==> config.mk <==
export PLATFORM = sky130hd
export DESIGN_NAME = lcd_shadow_diff_refresh
export DESIGN_NICKNAME = d
export VERILOG_FILES = /design/src/hw/rtl/lcdsd_pkg.sv /design/src/hw/rtl/lcdsd_ram.sv /design/src/hw/rtl/lcd_shadow_diff_refresh.sv
export VERILOG_INCLUDE_DIRS = /design/src /design/src/hw/rtl
export SDC_FILE = /design/constraint.sdc
export NUM_CORES = 2
export LEC_CHECK = 0
export BUFFER_PORTS_ARGS = -buffer_cell sky130_fd_sc_hd__buf_4
export CAP_MARGIN = 25
export CORE_ASPECT_RATIO = 1.4
export CORE_MARGIN = 2
export CORE_UTILIZATION = 60
export CTS_CLUSTER_DIAMETER = 40
export CTS_CLUSTER_SIZE = 8
export DETAILED_ROUTE_END_ITERATION = 8
export PLACE_DENSITY = 0.76
export SKIP_CTS_REPAIR_TIMING = 1
export SKIP_LAST_GASP = 1
export SYNTH_ARGS = -nofsm -noshare
export SYNTH_HDL_FRONTEND = slang
export SYNTH_SLANG_ARGS = --single-unit
==> constraint.sdc <==
create_clock -name clk -period 4.29 [get_ports clk]
set_input_delay 0.2145 -clock clk [delete_from_list [all_inputs] [get_ports clk]]
set_output_delay 0.2145 -clock clk [all_outputs]
set_load 0.01 [all_outputs]
==> src/hw/rtl/lcd_shadow_diff_refresh_defines.svh <==
// Assertion macros shared by the RTL of the shadow-buffer refresh block.
// Each macro expects signals named clk and arst_n in the scope where it is used.
`ifndef LCD_SHADOW_DIFF_REFRESH_DEFINES_SVH
`define LCD_SHADOW_DIFF_REFRESH_DEFINES_SVH

`ifndef ASSERT_OFF

// The property prop must hold at every clock edge outside reset.
`define LCDSD_ASSERT(lbl, prop, msg) \
	lbl: assert property (@(posedge clk) disable iff (!arst_n) (prop)) else $error(msg);

// If ante holds at an edge, then cons must hold at the next edge.
`define LCDSD_ASSERT_NEXT(lbl, ante, cons, msg) \
	lbl: assert property (@(posedge clk) disable iff (!arst_n) (ante) |=> (cons)) \
		else $error(msg);

`else

`define LCDSD_ASSERT(lbl, prop, msg)
`define LCDSD_ASSERT_NEXT(lbl, ante, cons, msg)

`endif

`endif

==> src/hw/rtl/lcdsd_pkg.sv <==
`default_nettype none

package lcdsd_pkg;

	localparam int COLS       = 20;
	localparam int ROWS       = 4;
	localparam int CELLS      = COLS * ROWS;
	localparam int ADDR_W     = $clog2(CELLS);
	localparam int COL_W      = 5;
	localparam int LINE_W     = 3;
	localparam int OUT_LINE_W = 2;
	localparam int CHAR_W     = 8;

	localparam logic OP_WRITE   = 1'b0;
	localparam logic OP_REFRESH = 1'b1;

	typedef enum logic [1:0] {
		ST_IDLE,
		ST_SCAN,
		ST_LAST,
		ST_FLUSH
	} state_t;

endpackage

`default_nettype wire

==> src/hw/rtl/lcdsd_ram.sv <==
`default_nettype none

module lcdsd_ram #(
	parameter int WIDTH = 8,
	parameter int DEPTH = 80
) (
	input  wire logic                     clk,
	input  wire logic                     we,
	input  wire logic [$clog2(DEPTH)-1:0] waddr,
	input  wire logic [WIDTH-1:0]         wdata,
	input  wire logic [$clog2(DEPTH)-1:0] raddr,
	output logic      [WIDTH-1:0]         rdata
);

	logic [WIDTH-1:0] mem_q [DEPTH];

	always_ff @(posedge clk) begin
		if (we) begin
			mem_q[waddr] <= wdata;
		end
		rdata <= mem_q[raddr];
	end

endmodule

`default_nettype wire

==> src/hw/rtl/lcd_shadow_diff_refresh.sv <==
`default_nettype none
// Character display frame store with a shadow of what the panel shows.
// Commands are taken when start is high and busy is low. A write command
// (operation 0) stores char_code at column/line and leaves
// busy low; writes outside the 20 x 4 grid are dropped. A refresh command
// (operation 1) scans the given row, one cell per cycle through the frame
// and shadow memories, and reports every cell whose frame code differs from
// the shadow, updating the shadow as it goes.
// Each changed cell appears on out_column/out_line/out_char for one cycle
// with strobe high; move_cursor marks a cell that does not directly follow
// the previous reported one, and last marks the final cell of the scan.
// During a refresh busy stays high through one memory read per column,
// then the ST_LAST state for the last compare and the ST_FLUSH state
// to release the held final result. A refresh of a row outside the grid
// or of an unchanged row gives no results. Results are at most one a cycle
// and the receiver must take each one as it appears. Reset clears both
// stores at once through per-cell valid flags, so the block is ready
// straight after reset is released.
`include "lcd_shadow_diff_refresh_defines.svh"

module lcd_shadow_diff_refresh
	import lcdsd_pkg::*;
(
	input  wire logic                  clk,
	input  wire logic                  arst_n,
	input  wire logic                  start,
	output logic                       busy,
	input  wire logic                  operation,
	input  wire logic [COL_W-1:0]      column,
	input  wire logic [LINE_W-1:0]     line,
	input  wire logic [CHAR_W-1:0]     char_code,
	output logic                       strobe,
	output logic      [COL_W-1:0]      out_column,
	output logic      [OUT_LINE_W-1:0] out_line,
	output logic      [CHAR_W-1:0]     out_char,
	output logic                       move_cursor,
	output logic                       last
);

	state_t state_q, state_d;

	logic              accept;
	logic              wr_frame;
	logic              start_scan;
	logic [ADDR_W-1:0] wr_addr;
	logic [ADDR_W-1:0] rd_addr;

	logic [CELLS-1:0]  frame_vld_q;
	logic [CELLS-1:0]  shown_vld_q;

	logic [ADDR_W-1:0]     base_q;
	logic [OUT_LINE_W-1:0] line_q;
	logic [COL_W-1:0]      col_q;

	logic              active_s1;
	logic [COL_W-1:0]  col_s1;
	logic [ADDR_W-1:0] addr_s1;
	logic              frame_vld_s1;
	logic              shown_vld_s1;

	logic [CHAR_W-1:0] frame_rd;
	logic [CHAR_W-1:0] shown_rd;
	logic [CHAR_W-1:0] frame_val;
	logic [CHAR_W-1:0] shown_val;
	logic              hit;
	logic              new_move;

	logic              have_prev_q;
	logic [COL_W:0]    next_col_q;

	logic              pend_q;
	logic [COL_W-1:0]  pend_col_q;
	logic [CHAR_W-1:0] pend_char_q;
	logic              pend_move_q;

	logic              emit_mid;
	logic              emit_end;

	logic              strobe_q;
	logic [COL_W-1:0]  out_column_q;
	logic [CHAR_W-1:0] out_char_q;
	logic              move_cursor_q;
	logic              last_q;

	assign busy   = (state_q != ST_IDLE);
	assign accept = start && !busy;

	assign wr_frame   = accept && (operation == OP_WRITE)
		&& (32'(column) < COLS) && (32'(line) < ROWS);
	assign start_scan = accept && (operation == OP_REFRESH) && (32'(line) < ROWS);

	assign wr_addr = ADDR_W'(32'(line) * COLS + 32'(column));
	assign rd_addr = base_q + ADDR_W'(col_q);

	lcdsd_ram #(.WIDTH(CHAR_W), .DEPTH(CELLS)) u_frame_ram (
		.clk   (clk),
		.we    (wr_frame),
		.waddr (wr_addr),
		.wdata (char_code),
		.raddr (rd_addr),
		.rdata (frame_rd)
	);

	lcdsd_ram #(.WIDTH(CHAR_W), .DEPTH(CELLS)) u_shown_ram (
		.clk   (clk),
		.we    (hit),
		.waddr (addr_s1),
		.wdata (frame_val),
		.raddr (rd_addr),
		.rdata (shown_rd)
	);

	// A cell never written since reset reads as zero.
	assign frame_val = frame_vld_s1 ? frame_rd : '0;
	assign shown_val = shown_vld_s1 ? shown_rd : '0;
	assign hit       = active_s1 && (frame_val != shown_val);
	assign new_move  = !have_prev_q || (next_col_q != {1'b0, col_s1});

	// The newest changed cell is held back until it is known whether another
	// follows, so that last can be set on it.
	assign emit_mid = hit && pend_q;
	assign emit_end = (state_q == ST_FLUSH) && pend_q;

	always_ff @(posedge clk or negedge arst_n) begin
		if (!arst_n) begin
			state_q <= ST_IDLE;
		end else begin
			state_q <= state_d;
		end
	end

	always_comb begin
		state_d = state_q;
		case (state_q)
			ST_IDLE: begin
				if (start_scan) begin
					state_d = ST_SCAN;
				end
			end
			ST_SCAN: begin
				if (col_q == COL_W'(COLS - 1)) begin
					state_d = ST_LAST;
				end
			end
			ST_LAST: begin
				state_d = ST_FLUSH;
			end
			ST_FLUSH: begin
				state_d = ST_IDLE;
			end
			default: begin
				state_d = ST_IDLE;
			end
		endcase
	end

	always_ff @(posedge clk or negedge arst_n) begin
		if (!arst_n) begin
			frame_vld_q <= '0;
			shown_vld_q <= '0;
			active_s1   <= 1'b0;
			have_prev_q <= 1'b0;
			pend_q      <= 1'b0;
			strobe_q    <= 1'b0;
		end else begin
			if (wr_frame) begin
				frame_vld_q[wr_addr] <= 1'b1;
			end
			if (hit) begin
				shown_vld_q[addr_s1] <= 1'b1;
			end
			active_s1 <= (state_q == ST_SCAN);
			if (start_scan) begin
				have_prev_q <= 1'b0;
			end else if (hit) begin
				have_prev_q <= 1'b1;
			end
			if (hit) begin
				pend_q <= 1'b1;
			end else if (state_q == ST_FLUSH) begin
				pend_q <= 1'b0;
			end
			strobe_q <= emit_mid || emit_end;
		end
	end

	always_ff @(posedge clk) begin
		if (start_scan) begin
			base_q <= wr_addr - ADDR_W'(column);
			line_q <= line[OUT_LINE_W-1:0];
			col_q  <= '0;
		end else if (state_q == ST_SCAN) begin
			col_q <= col_q + COL_W'(1);
		end
		col_s1       <= col_q;
		addr_s1      <= rd_addr;
		frame_vld_s1 <= frame_vld_q[rd_addr];
		shown_vld_s1 <= shown_vld_q[rd_addr];
		if (hit) begin
			next_col_q  <= {1'b0, col_s1} + (COL_W + 1)'(1);
			pend_col_q  <= col_s1;
			pend_char_q <= frame_val;
			pend_move_q <= new_move;
		end
		if (emit_mid || emit_end) begin
			out_column_q  <= pend_col_q;
			out_char_q    <= pend_char_q;
			move_cursor_q <= pend_move_q;
			last_q        <= emit_end;
		end
	end

	assign strobe      = strobe_q;
	assign out_column  = out_column_q;
	assign out_line    = line_q;
	assign out_char    = out_char_q;
	assign move_cursor = move_cursor_q;
	assign last        = last_q;

	`LCDSD_ASSERT_NEXT(a_write_single_cycle, start && !busy && (operation == OP_WRITE), !busy, "write command raised busy")
	`LCDSD_ASSERT(a_more_after_not_last, !(strobe && !last) || busy, "scan ended without a last result")
	`LCDSD_ASSERT(a_idle_no_pending, (state_q != ST_IDLE) || !pend_q, "result left pending in idle")
	`LCDSD_ASSERT(a_column_in_grid, !strobe || (32'(out_column) < COLS), "result column outside grid")

endmodule

`default_nettype wire

Word level (Yosys, flattened, before mapping)
Memory sizes are Yosys's and may differ from the RTL's. A register that Yosys moved wholly into a read port is not among the register bits.
Index checks and enable logic that the tools add are counted.

storage, ports and cells
  word-level logic and storage cells = 89
  latch bits = 0
  bits in registers = 229
  bits in writable memories = 1280
  memories kept = 2
  memory bits (read-only) = 0

operators by class
  div/mod/pow operators = 0
  bitwise gates (word level) = 3
  equal/unequal tests = 8
  magnitude comparators = 7
  reduce and logical (&&, ||, !) cells = 20
  multiplexer cells = 21
  shift operators = 0
  multiply operators = 1
  add/subtract/negate cells = 5

memories
  memory             words  width  rd ports  clocked after Yosys merged registers in  wr ports  line             source
  u_frame_ram.mem_q  80     8      1         1                                        1         lcdsd_ram.sv:15  logic [WIDTH-1:0] mem_q [DEPTH];
  u_shown_ram.mem_q  80     8      1         1                                        1         lcdsd_ram.sv:15

operators with widths
  operator                                                     count
  OR 80 bit                                                    2
  less-than comparator 7 x 8 -> 1 bit (second input constant)  3
  two-way mux 8 bit                                            2
  adder 7 x 5 -> 7 bit                                         2
  binary-select mux 1 bit (select 7 bit)                       2
  demux 1 bit (select 7 bit)                                   2
  >= comparator 7 x 1 -> 1 bit (second input constant)         2
  two-way mux 1 bit                                            12
  logical AND 1 bit                                            11
  inequality test 8 bit                                        1
  one-hot mux 2 bit (4 select lines)                           1
  subtractor 7 x 5 -> 7 bit                                    1
  adder 5 x 1 -> 6 bit (second input constant)                 1
  inequality test 6 x 5 -> 1 bit                               1
  nonzero test 2 bit                                           3
  adder 5 x 1 -> 5 bit (second input constant)                 1
  == test 5 bit (second input constant)                        1
  less-than comparator 5 bit (second input constant)           1
  multiplier 3 x 3 -> 5 bit (second input constant)            1
  == test 2 bit (second input constant)                        2
  two-way mux 2 bit                                            2
  inequality test 2 bit (second input constant)                2
  less-than comparator 3 bit (second input constant)           1
  == test 2 x 1 -> 1 bit (second input constant)               1
  other kinds (5)                                              7

Logic depth before layout (Yosys ltp)
  depth in word-level cells = 8
  gate-level depth with buffers = 11
  mapped depth without buffers = 8

Modules after synthesis
Synthesis repeated with hierarchy kept, for this count alone.

unflattened totals
  cells, all modules = 2963
  area, all modules = 59661.0 um^2

by module, submodules not included
  module                   cells an instance  area an instance (um^2)  times used
  lcdsd_ram                1112               24902.6                  2
  lcd_shadow_diff_refresh  739                9855.7                   1

Least setup slack after synthesis
Ideal clock, no wire load.

  kind = register to register
  from = reg u_frame_ram.rdata[2], read port of u_frame_ram.mem_q
  to = reg last_q (netlist: last) (enable)
  library setup time = 0.412 ns
  clock period less this slack = 2.939 ns
  setup slack = 1.351 ns
  required time = 3.878 ns
  data arrival time = 2.526 ns
  stages on the path, launching flop included = 8
  path buffers = 2
  path through = dfxtp_1 -> xor2_1 -> o22ai_1 -> a32oi_1 -> o41ai_4 -> buf_4 -> buf_4 -> a21boi_0

between the ends
  cells in the longest elaborated chain, start to end = 5

RTL lines
  what                   line                            source
  from (decl)            lcdsd_ram.sv:12                 output logic [WIDTH-1:0] rdata
  two-way mux 8 bit      lcd_shadow_diff_refresh.sv:114  assign frame_val = frame_vld_s1 ? frame_rd : '0;
  inequality test 8 bit  lcd_shadow_diff_refresh.sv:116  assign hit = active_s1 && (frame_val != shown_val);
  logical AND 1 bit      lcd_shadow_diff_refresh.sv:116
  logical AND 1 bit      lcd_shadow_diff_refresh.sv:121  assign emit_mid = hit && pend_q;
  logical OR 1 bit       lcd_shadow_diff_refresh.sv:205  if (emit_mid || emit_end) begin
  to (signal assigned)   lcd_shadow_diff_refresh.sv:209  last_q <= emit_end;
  to (decl)              lcd_shadow_diff_refresh.sv:83   logic last_q;

No other way between the ends.
A chain may end at the register's enable or synchronous reset.

Final worst setup path
  from = reg col_q[3]
  to = reg u_shown_ram.rdata[5], read port of u_shown_ram.mem_q

between the ends
  cells in the longest elaborated chain, start to end = 1

RTL lines
  what                    line                            source
  from (decl)             lcd_shadow_diff_refresh.sv:53   logic [COL_W-1:0] col_q;
  from (signal assigned)  lcd_shadow_diff_refresh.sv:193  col_q <= col_q + COL_W'(1);
  adder 7 x 5 -> 7 bit    lcd_shadow_diff_refresh.sv:93   assign rd_addr = base_q + ADDR_W'(col_q);
  via rd_addr[4]          lcd_shadow_diff_refresh.sv:46   logic [ADDR_W-1:0] rd_addr;
  to (decl)               lcdsd_ram.sv:12

The timed path passes the listed nets, and every way through them passes these cells.

==> impl_summary.txt <==
----------------------------------------------------
[Run status]
  Result of the run ... finished clean

[Detailed routing]
  Initial DRC count ... 3997
  Vias ... 32193
  ANT nets after route ... 0
  Via/cell ratio ... 6.68
  Total detailed-routing wirelength ... 152000 microns
  Detailed-route wire length per cell ... 31.4 microns
  Residual DRC ... 0
  Length of the first detailed-routing pass in iterations ... 7

[Placed design]
  Area of placed instances ... 62200 sq um
  Number of cells in the design after placement ... 4423
  Half-perimeter wire length of the detailed placement result ... 93400 microns
  Number of port buffers ... 38
  Pre-CTS WS ... 512 ps
  Final GP Congestion ... 0.963

[Logic synthesis]
  Most area-consuming cells after synthesis ... edfxtp_1, mux4_2, dfrtp_1, mux2i_1, o21bai_1
  Fraction of synthesized area in multiplexers ... 0.152
  Total number of yosys warnings ... 0
  Cell area after synthesis ... 59600 sq um
  Most frequent cell after synthesis ... edfxtp_1
  Cell count after synthesis ... 3088
  Synth cell types ... 61
  Avg Cell Area, Syn ... 19.3 sq um
  Main combinational cell family by area after synthesis ... multiplexers
  Post-synth top flop ... edfxtp_1
  Share of the synthesized netlist area taken by xor and xnor gates ... 0.00439
  Sequential cell area fraction in the yosys report ... 0.747
  Compound-cell area share of the yosys netlist ... 0.0364
  Post-synthesis register bit count ... 1521
  Commonest cells post-synth ... edfxtp_1, mux4_2, nor2_1
  Count of flip-flops with a built-in enable after synthesis ... 1322
  Area leader, netlist ... edfxtp_1
  Area share of the largest cell type after synthesis ... 0.666
  Simple-gate portion of the synthesized area ... 0.0413
  Asr flop ratio synth ... 0.109
  Adder and majority cell fraction of the synthesized area ... 0.00432
  Total nets after synthesis ... 3128

[Power and ir drop]
  Internal portion of total power ... 32.3 mW
  Total power ... 47.6 mW
  Share of total power in sequential cells ... 0.386
  Static power due to leakage ... 23.4 nW
  Maximum resistive drop on vdd ... 430 uV
  Switching share of total power ... 0.322
  Part of the total power dissipated in combinational logic ... 0.291
  Share of total power in the clock network ... 0.323
  Switching component of the power ... 15.3 mW
  Pwr dens ... 695 nW/um^2

[Min path]
  Worst hold path cell count ... 1
  Critical hold path startpoint ... char_code[5]
  Path type of the worst min-delay path ... in -> reg
  Hold Path Sink ... u_frame_ram.mem_q[72][5]

[Timing]
  Hold Violations, Final ... 0
  RSZ-0062 raised after global routing ... no
  Total negative slack for setup checks ... 0 ps
  Actual transition at the worst max-transition pin ... 1060 ps
  Post-Route Hold Slack ... 41.6 ps
  Final worst slack ... 577 ps
  Final Critical Period ... 3710 ps
  Setup clock skew after layout ... 39.0 ps
  Highest clock rate ... 269 MHz
  Final period utilization ... 0.866
  Total setup violations reported at the end of the flow ... 0
  Slew HR ... 0.286
  Max Slew Vio Count ... 0

[Clocking]
  CTS root buf ... clkbuf_16
  Skew-Pair Late Insertion Delay ... 800 ps
  Clock H-tree levels ... 4
  Number of buffers created by CTS ... 210
  TritonCTS sink count ... 1521
  Number of buffers between clock root and the deepest sink ... 3
  CTS tree ... yes
  Post-CTS clock slew at the launch and capture registers of the worst setup and hold paths ... 50 ps

[Die]
  Floorplan die area ... 102000 sq um
  Die Y-Extent ... 377 microns
  Row count ... 136
  Die outline width ... 270 microns
  Initial Utilization ... 0.606
  Area inside the core boundary ... 98400 sq um
  Num ports ... 39

[Cells and area]
  Synthesis-to-layout area growth ... 14.9%
  Fin cells ... 4822
  Number of filler instances in the final layout ... 5867
  Fraction of final layout cells with drive strength greater than 1 ... 0.244
  Multi-input gate area ... 14200 sq um
  Antenna cells ... 0
  Final-stage net count ... 3373
  Core Util, Final ... 0.697
  Combined flip-flop and latch cell area ... 44500 sq um
  Layout Cell Area excl Fill ... 68500 sq um

[Setup path]
  Critical R2R Capture ... u_shown_ram.rdata[5]
  Slack of the worst reg-to-reg path ... 580 ps
  Req. time, crit path ... 4980 ps
  Number of cells on the worst reg-to-reg path ... 8
  Category of the worst setup path capture point ... flop
  Arrival time worst endpoint ... 4410 ps
  Setup crit start ... col_q[3]
  Reg2reg start ... col_q[3]
  Maximum fanout encountered on the critical timing path ... 15
  CP Class ... reg -> reg
  Element type at the critical path start ... flop

[Global route]
  Number of global-route vias before repair ... 33623
  Number of antenna violations at the first check in global routing ... 0
  Total congestion overflow after global routing ... 0
  Total track usage ... 0.303
  First-pass GRT wire length ... 223000 microns
  Maximum number of pins on one net before global-route repair ... 91

[Job]
  Max capacitance violation total ... 0

----------------------------------------------------
[worst max path at each step]
| stage | endpoint | slack, ps | cells past startpoint |
|---|---|---|---|
| finish | u_shown_ram.rdata[5] | 580 | 8 |
| global placement | u_frame_ram.mem_q[12][6] | 640 | 8 |
| CTS | u_shown_ram.rdata[0] | 830 | 8 |
| detailed placement | u_frame_ram.mem_q[13][6] | 510 | 8 |
| floorplan | last | 1350 | 7 |
| global route | u_shown_ram.rdata[5] | 520 | 8 |
[routing by layer]
layer,GRT usage,vias to the layer above,part of all wire
met5,0,-,0
met4,0.172,0,0.064
met3,0.0615,464,0.084
met2,0.510,2077,0.51
met1,0.368,16662,0.34
li1,-,12990,-
[final cells by class]
| class | count | share of cell area |
|---|---|---|
| sequential | 1521 | 0.650 |
| multi-input combinational | 1370 | 0.208 |
| clock buffer | 376 | 0.0872 |
| timing repair buffer | 212 | 0.0270 |
| tap | 1311 | 0.0239 |
| clock inverter | 14 | 0.00345 |
| inverter | 18 | 0.00100 |
[layout by cell type, fill, tap and decap left out, types with 7 or more instances in the layout]
cell type  instances
edfxtp_1        1322
mux4_2           338
clkbuf_16        213
buf_4            187
nor2_1           172
dfrtp_1          166
clkbuf_1         160
mux2i_1          106
nand2_1          106
o21bai_1         103
nor3_1            86
o22ai_1           63
nand3_1           63
a21oi_1           40
mux2_2            33
dfxtp_1           31
or2_2             28
o21ai_0           27
a21o_1            24
ha_1              18
buf_12            18
xor2_1            16
inv_1             13
xnor2_1           11
a22o_1            10
nor2b_1            9
a22oi_1            9
or2_1              9
nand2b_1           8
and2_2             8
and2_1             7
[power groups by stage]
stage | Clock (mW) | Sequential (mW) | Combinational, mW
after global placement | 0 | 18.5 | 13.1
after detailed placement | 0 | 18.6 | 13.4
after global routing | 16.1 | 18.4 | 14.3
after floorplan | 0 | 18.3 | 8.75
final | 15.4 | 18.4 | 13.9
after CTS | 15.5 | 18.3 | 13.6
[worst max-delay path, cell delays in order, from the launching register on]
cell and delay (ps):
dfxtp_1 470, ha_1 400, a21oi_2 250, xnor2_1 120
inv_2 180, nand2_1 580, nor3_1 1060, nor3_1 220
a21oi_1 300
[flip-flops by register name (all words and copies together) (netlist names), 2 cells and up]
name,flops
addr_s1,7
state_q,2
u_frame_ram.rdata,8
col_s1,3
pend_col_q,5
pend_char_q,8
frame_vld_q,80
col_q,5
out_column,5
out_line,2
base_q,5
u_shown_ram.rdata,8
out_char,8
shown_vld_q,80
u_frame_ram.mem_q,640
next_col_q,6
u_shown_ram.mem_q,640
[kinds of logic after synthesis]
family / after synthesis
XOR/XNOR: 29
AND/OR/NAND/NOR: 530
AO/OA/AOI/OAI: 314
multiplexers: 477
flip-flops: 1521
buffers and inverters: 197
adder cells (fa/ha/maj): 20
(Power assumes the default switching activity.)
